**src/hdl/mtnc_pkg.sv**
```systemverilog
// ----------------------------------------------------------------------------
// mtnc_pkg
// Shared types, codes and character helpers of the markup tag nesting checker.
// ----------------------------------------------------------------------------
`default_nettype none

package mtnc_pkg;

  localparam int unsigned MAX_NAME_DEF    = 32;
  localparam int unsigned STACK_DEPTH_DEF = 16;

  localparam logic [7:0] CH_LT     = 8'h3C;
  localparam logic [7:0] CH_GT     = 8'h3E;
  localparam logic [7:0] CH_SLASH  = 8'h2F;
  localparam logic [7:0] CH_EQ     = 8'h3D;
  localparam logic [7:0] CH_QUOTE  = 8'h22;
  localparam logic [7:0] CH_DASH   = 8'h2D;
  localparam logic [7:0] CH_USCORE = 8'h5F;

  localparam logic [3:0] ERR_NONE     = 4'd0;
  localparam logic [3:0] ERR_OPEN     = 4'd1;
  localparam logic [3:0] ERR_ATTR     = 4'd2;
  localparam logic [3:0] ERR_NOQUOTE  = 4'd3;
  localparam logic [3:0] ERR_GTVAL    = 4'd4;
  localparam logic [3:0] ERR_CLOSE    = 4'd5;
  localparam logic [3:0] ERR_MISMATCH = 4'd6;
  localparam logic [3:0] ERR_UNDER    = 4'd7;
  localparam logic [3:0] ERR_OVER     = 4'd8;
  localparam logic [3:0] ERR_LONG     = 4'd9;

  localparam logic [2:0] PC_TEXT  = 3'd0;
  localparam logic [2:0] PC_TAG   = 3'd1;
  localparam logic [2:0] PC_OPEN  = 3'd2;
  localparam logic [2:0] PC_ATTR  = 3'd3;
  localparam logic [2:0] PC_QUOTE = 3'd4;
  localparam logic [2:0] PC_VALUE = 3'd5;
  localparam logic [2:0] PC_CLOSE = 3'd6;
  localparam logic [2:0] PC_ERR   = 3'd7;

  typedef enum logic [7:0] {
    PH_TEXT  = 8'b0000_0001,
    PH_TAG   = 8'b0000_0010,
    PH_OPEN  = 8'b0000_0100,
    PH_ATTR  = 8'b0000_1000,
    PH_QUOTE = 8'b0001_0000,
    PH_VALUE = 8'b0010_0000,
    PH_CLOSE = 8'b0100_0000,
    PH_ERR   = 8'b1000_0000
  } phase_e;

  // per-byte control handed from the automaton to the compare stage
  typedef struct packed {
    logic cmp;       // close-name byte to compare with the top entry
    logic pop;       // closing '>' that pops the top entry
    logic top_zero;  // stack empty when the byte arrived
  } ctl_t;

  function automatic logic [2:0] phase_code(input phase_e ph);
    logic [2:0] code;
    case (ph)
      PH_TEXT:  code = PC_TEXT;
      PH_TAG:   code = PC_TAG;
      PH_OPEN:  code = PC_OPEN;
      PH_ATTR:  code = PC_ATTR;
      PH_QUOTE: code = PC_QUOTE;
      PH_VALUE: code = PC_VALUE;
      PH_CLOSE: code = PC_CLOSE;
      default:  code = PC_ERR;
    endcase
    return code;
  endfunction

  function automatic logic is_letter(input logic [7:0] c);
    return (c >= 8'h61 && c <= 8'h7A) || (c >= 8'h41 && c <= 8'h5A);
  endfunction

  function automatic logic is_alnum(input logic [7:0] c);
    return is_letter(c) || (c >= 8'h30 && c <= 8'h39);
  endfunction

  function automatic logic is_space(input logic [7:0] c);
    return c == 8'h20 || (c >= 8'h09 && c <= 8'h0D);
  endfunction

endpackage

`default_nettype wire

```
**src/hdl/mtnc_front.sv**
```systemverilog
// ----------------------------------------------------------------------------
// mtnc_front
// Phase automaton: name length, stack pointer, store addressing and errors.
// ----------------------------------------------------------------------------
`default_nettype none

module mtnc_front #(
  parameter int unsigned MAX_NAME    = mtnc_pkg::MAX_NAME_DEF,
  parameter int unsigned STACK_DEPTH = mtnc_pkg::STACK_DEPTH_DEF,
  parameter int unsigned LEN_W       = $clog2(MAX_NAME + 1),
  parameter int unsigned DEPTH_W     = $clog2(STACK_DEPTH + 1),
  parameter int unsigned SLOT_W      = (STACK_DEPTH > 1) ? $clog2(STACK_DEPTH) : 1,
  parameter int unsigned ADDR_W      =
    (STACK_DEPTH * MAX_NAME > 1) ? $clog2(STACK_DEPTH * MAX_NAME) : 1
) (
  input  wire logic                 clk_i,
  input  wire logic                 rst_ni,
  input  wire logic                 acc_i,
  input  wire logic [7:0]           char_i,
  output mtnc_pkg::ctl_t            ctl_o,
  output logic      [3:0]           err_o,
  output logic      [2:0]           phase_o,
  output logic      [DEPTH_W-1:0]   depth_o,
  output logic      [LEN_W-1:0]     len_o,
  output logic                      name_we_o,
  output logic      [ADDR_W-1:0]    name_waddr_o,
  output logic      [ADDR_W-1:0]    name_raddr_o,
  output logic                      elen_we_o,
  output logic      [SLOT_W-1:0]    elen_waddr_o,
  output logic      [SLOT_W-1:0]    elen_raddr_o
);
  import mtnc_pkg::*;

  localparam int unsigned BASE_W = $clog2(STACK_DEPTH * MAX_NAME + 1);

  phase_e              phase_q, phase_d;
  logic [LEN_W-1:0]    len_q, len_d;
  logic [DEPTH_W-1:0]  top_q, top_d;
  logic [BASE_W-1:0]   base_q, base_d;
  logic [3:0]          err_q, err_d;
  logic                len_full, stack_full, stack_empty;
  logic [BASE_W-1:0]   wsum, rsum;
  logic [DEPTH_W-1:0]  top_m1;

  assign len_full    = len_q >= LEN_W'(MAX_NAME);
  assign stack_full  = top_q >= DEPTH_W'(STACK_DEPTH);
  assign stack_empty = top_q == '0;
  assign wsum        = base_q + BASE_W'(len_q);
  assign rsum        = base_q - BASE_W'(MAX_NAME) + BASE_W'(len_q);
  assign top_m1      = top_q - DEPTH_W'(1);

  assign name_waddr_o = wsum[ADDR_W-1:0];
  assign name_raddr_o = rsum[ADDR_W-1:0];
  assign elen_waddr_o = top_q[SLOT_W-1:0];
  assign elen_raddr_o = top_m1[SLOT_W-1:0];

  always_comb begin
    phase_d   = phase_q;
    len_d     = len_q;
    top_d     = top_q;
    base_d    = base_q;
    err_d     = err_q;
    name_we_o = 1'b0;
    elen_we_o = 1'b0;
    ctl_o     = '0;
    case (phase_q)
      PH_TEXT: begin
        if (char_i == CH_LT) phase_d = PH_TAG;
      end
      PH_TAG: begin
        if (is_letter(char_i)) begin
          phase_d = PH_OPEN;
          if (len_full) begin
            err_d   = ERR_LONG;
            phase_d = PH_ERR;
          end else begin
            name_we_o = !stack_full;
            len_d     = len_q + LEN_W'(1);
          end
        end else if (char_i == CH_SLASH) begin
          phase_d = PH_CLOSE;
        end
      end
      PH_OPEN: begin
        if (is_alnum(char_i)) begin
          if (len_full) begin
            err_d   = ERR_LONG;
            phase_d = PH_ERR;
          end else begin
            name_we_o = !stack_full;
            len_d     = len_q + LEN_W'(1);
          end
        end else if (is_space(char_i)) begin
          phase_d = PH_ATTR;
        end else if (char_i == CH_GT) begin
          if (stack_full) begin
            err_d   = ERR_OVER;
            phase_d = PH_ERR;
          end else begin
            elen_we_o = 1'b1;
            top_d     = top_q + DEPTH_W'(1);
            base_d    = base_q + BASE_W'(MAX_NAME);
            len_d     = '0;
            phase_d   = PH_TEXT;
          end
        end else begin
          err_d   = ERR_OPEN;
          phase_d = PH_ERR;
        end
      end
      PH_ATTR: begin
        if (char_i == CH_EQ) begin
          phase_d = PH_QUOTE;
        end else if (!(is_alnum(char_i) || char_i == CH_DASH)) begin
          err_d   = ERR_ATTR;
          phase_d = PH_ERR;
        end
      end
      PH_QUOTE: begin
        if (char_i == CH_QUOTE) begin
          phase_d = PH_VALUE;
        end else begin
          err_d   = ERR_NOQUOTE;
          phase_d = PH_ERR;
        end
      end
      PH_VALUE: begin
        if (char_i == CH_QUOTE) begin
          phase_d = PH_OPEN;
        end else if (char_i == CH_GT) begin
          err_d   = ERR_GTVAL;
          phase_d = PH_ERR;
        end
      end
      PH_CLOSE: begin
        if (is_alnum(char_i) || char_i == CH_DASH || char_i == CH_USCORE) begin
          if (len_full) begin
            err_d   = ERR_LONG;
            phase_d = PH_ERR;
          end else begin
            ctl_o.cmp      = 1'b1;
            ctl_o.top_zero = stack_empty;
            len_d          = len_q + LEN_W'(1);
          end
        end else if (char_i == CH_GT) begin
          if (stack_empty) begin
            err_d   = ERR_UNDER;
            phase_d = PH_ERR;
          end else begin
            ctl_o.pop = 1'b1;
            top_d     = top_m1;
            base_d    = base_q - BASE_W'(MAX_NAME);
            len_d     = '0;
            phase_d   = PH_TEXT;
          end
        end else begin
          err_d   = ERR_CLOSE;
          phase_d = PH_ERR;
        end
      end
      default: begin
      end
    endcase
  end

  assign err_o   = err_d;
  assign phase_o = phase_code(phase_d);
  assign depth_o = top_d;
  assign len_o   = len_q;

  always_ff @(posedge clk_i or negedge rst_ni) begin
    if (!rst_ni) begin
      phase_q <= PH_TEXT;
      len_q   <= '0;
      top_q   <= '0;
      base_q  <= '0;
      err_q   <= ERR_NONE;
    end else if (acc_i) begin
      phase_q <= phase_d;
      len_q   <= len_d;
      top_q   <= top_d;
      base_q  <= base_d;
      err_q   <= err_d;
    end
  end

endmodule

`default_nettype wire

```
**src/hdl/mtnc_store.sv**
```systemverilog
// ----------------------------------------------------------------------------
// mtnc_store
// Name byte memory and entry length memory, registered reads.
// ----------------------------------------------------------------------------
`default_nettype none

module mtnc_store #(
  parameter int unsigned MAX_NAME    = mtnc_pkg::MAX_NAME_DEF,
  parameter int unsigned STACK_DEPTH = mtnc_pkg::STACK_DEPTH_DEF,
  parameter int unsigned LEN_W       = $clog2(MAX_NAME + 1),
  parameter int unsigned SLOT_W      = (STACK_DEPTH > 1) ? $clog2(STACK_DEPTH) : 1,
  parameter int unsigned ADDR_W      =
    (STACK_DEPTH * MAX_NAME > 1) ? $clog2(STACK_DEPTH * MAX_NAME) : 1
) (
  input  wire logic              clk_i,
  input  wire logic              acc_i,
  input  wire logic [7:0]        char_i,
  input  wire logic [LEN_W-1:0]  len_i,
  input  wire logic              name_we_i,
  input  wire logic [ADDR_W-1:0] name_waddr_i,
  input  wire logic [ADDR_W-1:0] name_raddr_i,
  input  wire logic              elen_we_i,
  input  wire logic [SLOT_W-1:0] elen_waddr_i,
  input  wire logic [SLOT_W-1:0] elen_raddr_i,
  output logic      [7:0]        name_rd_o,
  output logic      [LEN_W-1:0]  elen_rd_o
);
  import mtnc_pkg::*;

  localparam int unsigned NAME_DEPTH = STACK_DEPTH * MAX_NAME;

  logic [7:0]       name_mem [NAME_DEPTH];
  logic [LEN_W-1:0] elen_mem [STACK_DEPTH];

  always_ff @(posedge clk_i) begin
    if (acc_i) begin
      if (name_we_i) name_mem[name_waddr_i] <= char_i;
      name_rd_o <= name_mem[name_raddr_i];
    end
  end

  always_ff @(posedge clk_i) begin
    if (acc_i) begin
      if (elen_we_i) elen_mem[elen_waddr_i] <= len_i;
      elen_rd_o <= elen_mem[elen_raddr_i];
    end
  end

endmodule

`default_nettype wire

```
**src/hdl/mtnc_check.sv**
```systemverilog
// ----------------------------------------------------------------------------
// mtnc_check
// Close-name compare against read data, sticky mismatch, output register.
// ----------------------------------------------------------------------------
`default_nettype none

module mtnc_check #(
  parameter int unsigned MAX_NAME    = mtnc_pkg::MAX_NAME_DEF,
  parameter int unsigned STACK_DEPTH = mtnc_pkg::STACK_DEPTH_DEF,
  parameter int unsigned LEN_W       = $clog2(MAX_NAME + 1),
  parameter int unsigned DEPTH_W     = $clog2(STACK_DEPTH + 1),
  parameter int unsigned TDATA_W     = ((7 + DEPTH_W + 7) / 8) * 8
) (
  input  wire logic               clk_i,
  input  wire logic               rst_ni,
  input  wire logic               s_valid_i,
  output logic                    s_ready_o,
  input  wire logic [7:0]         char_i,
  input  wire mtnc_pkg::ctl_t     ctl_i,
  input  wire logic [3:0]         err_i,
  input  wire logic [2:0]         phase_i,
  input  wire logic [DEPTH_W-1:0] depth_i,
  input  wire logic [LEN_W-1:0]   len_i,
  input  wire logic [7:0]         name_rd_i,
  input  wire logic [LEN_W-1:0]   elen_rd_i,
  output logic                    m_valid_o,
  input  wire logic               m_ready_i,
  output logic      [TDATA_W-1:0] m_data_o
);
  import mtnc_pkg::*;

  logic               s1_valid_q;
  ctl_t               s1_ctl_q;
  logic [7:0]         s1_char_q;
  logic [3:0]         s1_err_q;
  logic [2:0]         s1_phase_q;
  logic [DEPTH_W-1:0] s1_depth_q;
  logic [LEN_W-1:0]   s1_len_q;
  logic               mism_q, mism_d;
  logic               frozen_q, frozen_d;
  logic [DEPTH_W-1:0] frz_depth_q, frz_depth_d;
  logic               out_valid_q;
  logic [TDATA_W-1:0] out_data_q;
  logic               s1_adv, acc, byte_mism, pop_bad;
  logic [3:0]         res_err;
  logic [2:0]         res_phase;
  logic [DEPTH_W-1:0] res_depth;

  assign s1_adv    = s1_valid_q && (!out_valid_q || m_ready_i);
  assign s_ready_o = !s1_valid_q || s1_adv;
  assign acc       = s_valid_i && s_ready_o;

  assign byte_mism = s1_ctl_q.top_zero || (s1_len_q >= elen_rd_i) ||
                     (name_rd_i != s1_char_q);
  assign pop_bad   = s1_ctl_q.pop && (mism_q || (s1_len_q != elen_rd_i));

  always_comb begin
    res_err     = s1_err_q;
    res_phase   = s1_phase_q;
    res_depth   = s1_depth_q;
    mism_d      = mism_q;
    frozen_d    = frozen_q;
    frz_depth_d = frz_depth_q;
    if (frozen_q) begin
      res_err   = ERR_MISMATCH;
      res_phase = PC_ERR;
      res_depth = frz_depth_q;
    end else begin
      if (s1_ctl_q.cmp && byte_mism) mism_d = 1'b1;
      if (s1_ctl_q.pop) mism_d = 1'b0;
      if (pop_bad) begin
        res_err     = ERR_MISMATCH;
        res_phase   = PC_ERR;
        frozen_d    = 1'b1;
        frz_depth_d = s1_depth_q;
      end
    end
  end

  always_ff @(posedge clk_i or negedge rst_ni) begin
    if (!rst_ni) begin
      s1_valid_q  <= 1'b0;
      out_valid_q <= 1'b0;
      mism_q      <= 1'b0;
      frozen_q    <= 1'b0;
      frz_depth_q <= '0;
    end else begin
      if (acc) begin
        s1_valid_q <= 1'b1;
      end else if (s1_adv) begin
        s1_valid_q <= 1'b0;
      end
      if (s1_adv) begin
        out_valid_q <= 1'b1;
        mism_q      <= mism_d;
        frozen_q    <= frozen_d;
        frz_depth_q <= frz_depth_d;
      end else if (m_ready_i) begin
        out_valid_q <= 1'b0;
      end
    end
  end

  always_ff @(posedge clk_i) begin
    if (acc) begin
      s1_ctl_q   <= ctl_i;
      s1_char_q  <= char_i;
      s1_err_q   <= err_i;
      s1_phase_q <= phase_i;
      s1_depth_q <= depth_i;
      s1_len_q   <= len_i;
    end
    if (s1_adv) out_data_q <= TDATA_W'({res_depth, res_phase, res_err});
  end

  assign m_valid_o = out_valid_q;
  assign m_data_o  = out_data_q;

endmodule

`default_nettype wire

```
**src/hdl/markup_tag_nesting_checker_unit.sv**
```systemverilog
// ----------------------------------------------------------------------------
// markup_tag_nesting_checker_unit
// Markup well-formedness checker with a memory-held stack of open tag names.
// ----------------------------------------------------------------------------
//  channel  | dir | tdata (lowest bit up)                   | tuser / tlast
//  s_axis   | in  | char_in[7:0]                            | none
//  m_axis   | out | error_code[3:0], phase[6:4], depth[..:7] | none
//
//  One byte per cycle sustained; the status is set by the compare stage
//  behind the registered read of the name and length memories and is
//  offered on m_axis from the output register that follows that stage.
//  Reset clears the automaton, stack pointer and pipeline; memories keep
//  their content. An output stall holds the compare stage and then input.
// ----------------------------------------------------------------------------
`default_nettype none

module markup_tag_nesting_checker_unit #(
  parameter int unsigned MAX_NAME    = mtnc_pkg::MAX_NAME_DEF,
  parameter int unsigned STACK_DEPTH = mtnc_pkg::STACK_DEPTH_DEF,
  parameter int unsigned DEPTH_W     = $clog2(STACK_DEPTH + 1),
  parameter int unsigned TDATA_W     = ((7 + DEPTH_W + 7) / 8) * 8
) (
  input  wire logic               clk_i,
  input  wire logic               rst_ni,
  input  wire logic               s_axis_tvalid_i,
  output logic                    s_axis_tready_o,
  input  wire logic [7:0]         s_axis_tdata_i,  // char_in[7:0]
  output logic                    m_axis_tvalid_o,
  input  wire logic               m_axis_tready_i,
  output logic      [TDATA_W-1:0] m_axis_tdata_o   // error_code, phase, depth
);
  import mtnc_pkg::*;

  localparam int unsigned LEN_W  = $clog2(MAX_NAME + 1);
  localparam int unsigned SLOT_W = (STACK_DEPTH > 1) ? $clog2(STACK_DEPTH) : 1;
  localparam int unsigned ADDR_W =
    (STACK_DEPTH * MAX_NAME > 1) ? $clog2(STACK_DEPTH * MAX_NAME) : 1;

  logic               acc;
  ctl_t               ctl;
  logic [3:0]         err;
  logic [2:0]         phase;
  logic [DEPTH_W-1:0] depth;
  logic [LEN_W-1:0]   len;
  logic               name_we, elen_we;
  logic [ADDR_W-1:0]  name_waddr, name_raddr;
  logic [SLOT_W-1:0]  elen_waddr, elen_raddr;
  logic [7:0]         name_rd;
  logic [LEN_W-1:0]   elen_rd;

  assign acc = s_axis_tvalid_i && s_axis_tready_o;

  mtnc_front #(
    .MAX_NAME    (MAX_NAME),
    .STACK_DEPTH (STACK_DEPTH),
    .LEN_W       (LEN_W),
    .DEPTH_W     (DEPTH_W),
    .SLOT_W      (SLOT_W),
    .ADDR_W      (ADDR_W)
  ) u_front (
    .clk_i        (clk_i),
    .rst_ni       (rst_ni),
    .acc_i        (acc),
    .char_i       (s_axis_tdata_i),
    .ctl_o        (ctl),
    .err_o        (err),
    .phase_o      (phase),
    .depth_o      (depth),
    .len_o        (len),
    .name_we_o    (name_we),
    .name_waddr_o (name_waddr),
    .name_raddr_o (name_raddr),
    .elen_we_o    (elen_we),
    .elen_waddr_o (elen_waddr),
    .elen_raddr_o (elen_raddr)
  );

  mtnc_store #(
    .MAX_NAME    (MAX_NAME),
    .STACK_DEPTH (STACK_DEPTH),
    .LEN_W       (LEN_W),
    .SLOT_W      (SLOT_W),
    .ADDR_W      (ADDR_W)
  ) u_store (
    .clk_i        (clk_i),
    .acc_i        (acc),
    .char_i       (s_axis_tdata_i),
    .len_i        (len),
    .name_we_i    (name_we),
    .name_waddr_i (name_waddr),
    .name_raddr_i (name_raddr),
    .elen_we_i    (elen_we),
    .elen_waddr_i (elen_waddr),
    .elen_raddr_i (elen_raddr),
    .name_rd_o    (name_rd),
    .elen_rd_o    (elen_rd)
  );

  mtnc_check #(
    .MAX_NAME    (MAX_NAME),
    .STACK_DEPTH (STACK_DEPTH),
    .LEN_W       (LEN_W),
    .DEPTH_W     (DEPTH_W),
    .TDATA_W     (TDATA_W)
  ) u_check (
    .clk_i     (clk_i),
    .rst_ni    (rst_ni),
    .s_valid_i (s_axis_tvalid_i),
    .s_ready_o (s_axis_tready_o),
    .char_i    (s_axis_tdata_i),
    .ctl_i     (ctl),
    .err_i     (err),
    .phase_i   (phase),
    .depth_i   (depth),
    .len_i     (len),
    .name_rd_i (name_rd),
    .elen_rd_i (elen_rd),
    .m_valid_o (m_axis_tvalid_o),
    .m_ready_i (m_axis_tready_i),
    .m_data_o  (m_axis_tdata_o)
  );

endmodule

`default_nettype wire

```
**config.mk**
```make
export PLATFORM = sky130hd
export DESIGN_NAME = markup_tag_nesting_checker_unit
export DESIGN_NICKNAME = d
export VERILOG_FILES = /design/src/hdl/mtnc_pkg.sv /design/src/hdl/mtnc_front.sv /design/src/hdl/mtnc_store.sv /design/src/hdl/mtnc_check.sv /design/src/hdl/markup_tag_nesting_checker_unit.sv
export SDC_FILE = /design/constraint.sdc
export NUM_CORES = 2
export LEC_CHECK = 0
export BUFFER_PORTS_ARGS = -buffer_cell sky130_fd_sc_hd__buf_2
export CAP_MARGIN = 20
export CELL_PAD_IN_SITES_DETAIL_PLACEMENT = 1
export CELL_PAD_IN_SITES_GLOBAL_PLACEMENT = 2
export CORE_MARGIN = 5
export CORE_UTILIZATION = 45
export DETAILED_ROUTE_END_ITERATION = 10
export PLACE_DENSITY = 0.67
export SLEW_MARGIN = 10
export SYNTH_ARGS = -nofsm -noshare
export SYNTH_HDL_FRONTEND = slang
export SYNTH_MEMORY_MAX_BITS = 65536
export SYNTH_SLANG_ARGS = --single-unit
```
**constraint.sdc**
```tcl
create_clock -name clk_i -period 4.21 [get_ports clk_i]
set_clock_uncertainty 0.05 [all_clocks]
set_input_delay 0.2105 -clock clk_i [delete_from_list [all_inputs] [get_ports clk_i]]
set_output_delay 0.2105 -clock clk_i [all_outputs]
set_load 0.01 [all_outputs]
```
==> flow_metrics.py <==
metrics = {
    "placement": {
        "placed_cells": 12800,
        "placed_area_um2": 179000,
        "post-place-ws_ns": -0.179,
        "place_congestion": 0.811,
        "dpl.hpwl_um": 282000,
        "portBuffers": 25,
    },
    "layout": {
        "final-instance-count-excl-fill": 13600,
        "utilization_pct": 52.5,
        "nFillCells": 31700,
        "drive_gt1_share_pct": 33.1,
        "finalNetCount": 8342,
        "postLayoutCellArea_um2": 194000,
        "syn_to_final_growth_pct": 16.4,
    },
    "clock_tree": {
        "htreeDepth": 5,
        "path_clk_slew_ns": 0.06,
        "root_buffer": "clkbuf_16",
        "cts_made_buffers": 444,
        "cts_tree": "yes",
        "post_cts_resized": 0,
        "clock_path_buffers": 4,
        "cts.sinks": 4283,
        "clock_latency_ns": 0.97,
    },
    "detailed_routing": {
        "wire_per_inst_um": 33.6,
        "routed_via_density": 5.97,
        "drt_wl_total_um": 459000,
        "first_pass_iters": 7,
        "drc": 0,
        "ant_nets": 0,
        "drtIter0Drc": 9196,
        "vias": 81300,
    },
    "critical_path": {
        "cp_num_cells": 9,
        "crit_fanout": 30,
        "r2r_start": "u_front.len_o[1]$_DFFE_PN0P_",
        "slowest_delay_ns": 0.77,
        "arrival_ns": 4.69,
        "startpoint": "u_front.len_o[1]$_DFFE_PN0P_",
        "r2r-end": "u_store.name_rd_o[5]$_DFFE_PP_",
        "worstSetupPathType": "flip-flop to flip-flop",
        "cp_top_family": "simple AND/OR/NAND/NOR gates",
        "r2r.worst_path.cells": 9,
        "cp-start-kind": "flip-flop",
        "crit_end": "u_store.name_rd_o[5]$_DFFE_PP_",
        "critPathBufInv": 3,
        "cp-end-kind": "flip-flop",
        "crit_slowest_cell": "dfrtp_4",
        "critPathRequiredTime_ns": 4.85,
        "path_cells": "buf_12, buf_12, buf_4, mux4_2, mux4_2, a22oi_1, nand2_1, nand3_1, nand4_1",
        "reg2reg_slack_ns": 0.16,
    },
    "die": {
        "dieArea_um2": 382000,
        "die_y_um": 618,
        "start_util_pct": 45.1,
        "die_w_um": 618,
        "num_rows": 223,
        "io_pins": 30,
        "coreArea_um2": 369000,
    },
    "yosys": {
        "muxShareOfSynthArea_pct": 17.8,
        "synthSimpleGateAreaFrac_pct": 2.30,
        "synth_fa_ha_area_share_pct": 0.150,
        "synth_top_family_by_area": "multiplexers",
        "syn_area_per_cell_um2": 22.5,
        "ys_types": 76,
        "synth_compound_area_share_pct": 1.19,
        "synth-edff-count": 4247,
        "synth-seq-cells": 4283,
        "syn_area_um2": 166000,
        "synth-xor-area-share_pct": 0.179,
        "synth_warnings": 0,
        "ys_seq_area_share_pct": 77.2,
        "async_reset_ff_share_pct": 0.841,
        "syn-instance-count": 7379,
        "synth-main-ff-cell": "edfxtp_1",
    },
    "timing": {
        "fin_crit_ns": 4.05,
        "finalCritPeriodShare_pct": 96.1,
        "fin_setup_tns_ns": 0,
        "maxSlewViolCount": 0,
        "setup_viol": 0,
        "relSlewSlack_pct": 11.9,
        "worstMarginPinSlew_ns": 1.32,
        "setup_slack_ns": 0.163,
        "fmax_mhz": 247,
        "rsz0062_at_grt": "no",
        "hold_violations": 0,
    },
    "global_routing": {
        "grt_pass1_vias": 85300,
        "antenna_found_initial": 22,
        "grt_pass1_wl_um": 655000,
        "grt_use_total_pct": 23.9,
        "grt-ovfl-total": 0,
        "grt_max_degree": 181,
    },
    "run": {
        "maxCapViolCount": 0,
    },
    "power_and_ir_drop": {
        "power_density_nw_per_um2": 541,
        "p_leak_nw": 60.0,
        "peakVddDrop_uv": 412,
    },
    "status": {
        "status": "finished clean",
    },
    "hold_path": {
        "hold_path.startpoint": "s_axis_tdata_i[1]",
        "hold_class": "primary input to flip-flop",
    },
}
layout by cell type, fill, tap and decap left out, drive strengths merged, types with 11 or more instances in the layout:
cell         instances
buf                911
nand2b              17
o221ai              32
edfxtp            4247
bufinv              50
mux2                14
nor3                22
nor2               573
nand3               47
xnor2               23
a21oi               52
clkbuf             533
nor2b               12
dfrtp               35
mux2i              131
dlygate4sd3         15
a22oi               66
clkinvlp            21
inv                 30
a211oi              37
ha                  20
o22ai               34
mux4              1246
nand2              169
xor2                11
clkinv             195
nand4               25
o21ai               28
logic make-up (layout without fill, tap and decap cells):
| family | Yosys count | in the layout |
|---|---|---|
| AO/OA/AOI/OAI | 279 | 279 |
| XOR/XNOR | 34 | 34 |
| adder cells (fa/ha/maj) | 20 | 20 |
| buffers and inverters | 462 | 1755 |
| flip-flops | 4283 | 4283 |
| multiplexers | 1391 | 1391 |
| other | 1 | 11 |
| AND/OR/NAND/NOR | 909 | 909 |
power breakdown:
part	switching, W	internal, W	leakage, nW
Clock	0.0166	0.0228	7.09
Sequential	0.000164	0.0470	38.7
Combinational	0.00957	0.00858	14.2
Total	0.0263	0.0784	60.0
repair_timing:
item | CTS | global route
setup endpoints to repair | 6 | 0
setup buffers | 4 | 0
hold buffers | 15 | 0
endpoints found under the hold margin | 528 | 0
metrics by stage:
stage               hold slack [ns]  total power (W)
finish                        0.108            0.105
floorplan                    -0.135           0.0596
detailed placement          0.00528           0.0665
global route                 0.0677            0.108
CTS                          0.0190            0.106
global placement         -0.0000947           0.0663
worst register-to-register path, delay by kind of cell (launching register included):
kind,cells,cell delay [ns]
flops,1,0.77
mux,2,0.80
simple gates,3,0.88
compound gates,1,0.54
buf+inv,3,0.74
sequential cells by signal (all words and copies together), names as in the netlist, 3 cells and up:
name	cells
u_store.name_mem	4096
u_front.top_q	5
u_store.elen_rd_o	6
u_front.base_q	4
u_check.s1_err_q	4
u_check.m_data_o	12
u_front.len_o	6
u_check.s1_len_q	6
u_store.name_rd_o	8
u_check.s1_depth_q	5
u_check.s1_phase_q	3
u_check.s1_ctl_q	3
u_front.phase_q	8
u_check.frz_depth_q	5
u_check.s1_char_q	8
u_front.err_q	4
u_store.elen_mem	96
final cells by class:
type / count / area [µm²] / area share [%]
sequential: 4283 / 128000 / 66.4
timing repair buffer: 926 / 8180 / 4.23
clock buffer: 533 / 11700 / 6.03
tap: 4950 / 6190 / 3.20
antenna: 7 / 17.5 / 0.00905
inverter: 18 / 67.6 / 0.0349
clock inverter: 278 / 2880 / 1.49
multi-input combinational: 2637 / 36100 / 18.6
cell usage after synthesis (all sizes together), types with 3 or more instances:
cell type | number | area [µm²]
a211oi | 37 | 315
a21oi | 52 | 268
a22oi | 66 | 495
a31oi | 5 | 31.3
and2 | 7 | 43.8
and3 | 7 | 43.8
buf | 224 | 1080
clkbuf | 220 | 826
dfrtp | 35 | 876
edfxtp | 4247 | 128000
ha | 20 | 250
inv | 17 | 63.8
mux2 | 14 | 158
mux2i | 131 | 1310
mux4 | 1246 | 28100
nand2 | 169 | 637
nand2b | 17 | 106
nand3 | 47 | 235
nand3b | 5 | 50.1
nand4 | 25 | 156
nor2 | 573 | 2160
nor2b | 12 | 75.1
nor3 | 22 | 115
nor4 | 4 | 25.0
nor4b | 3 | 26.3
o211ai | 3 | 22.5
o21ai | 28 | 140
o221ai | 32 | 280
o22ai | 34 | 213
o31ai | 4 | 35.0
or2 | 4 | 25.0
or4b | 4 | 40.0
xnor2 | 23 | 201
xor2 | 11 | 96.3
worst min-delay path by stage:
stage,endpoint,slack [ns],cells after the start
6_report,u_store.name_mem[219][1]$_DFFE_PP_,0.11,2
3_5_place_dp,u_check.s1_valid_q$_DFFE_PN0P_,0.005,1
5_1_grt,u_store.name_mem[216][1]$_DFFE_PP_,0.07,2
4_1_cts,u_store.name_mem[219][1]$_DFFE_PP_,0.02,2
3_3_place_gp,u_check.m_valid_o$_DFFE_PN0P_,-0.00009,1
2_1_floorplan,u_check.frozen_q$_DFFE_PN0P_,-0.14,0
routing by layer:
metal / routed length (µm) / vias up / GRT usage [%]
met1: 195000 / 44700 / 34.8
met4: 12500 / 6 / 5.91
met5: 33 / - / 0
met3: 28800 / 607 / 3.57
li1: - / 33000 / -
met2: 222000 / 3004 / 38.4
Note: power is estimated with default switching activity, not from simulation.
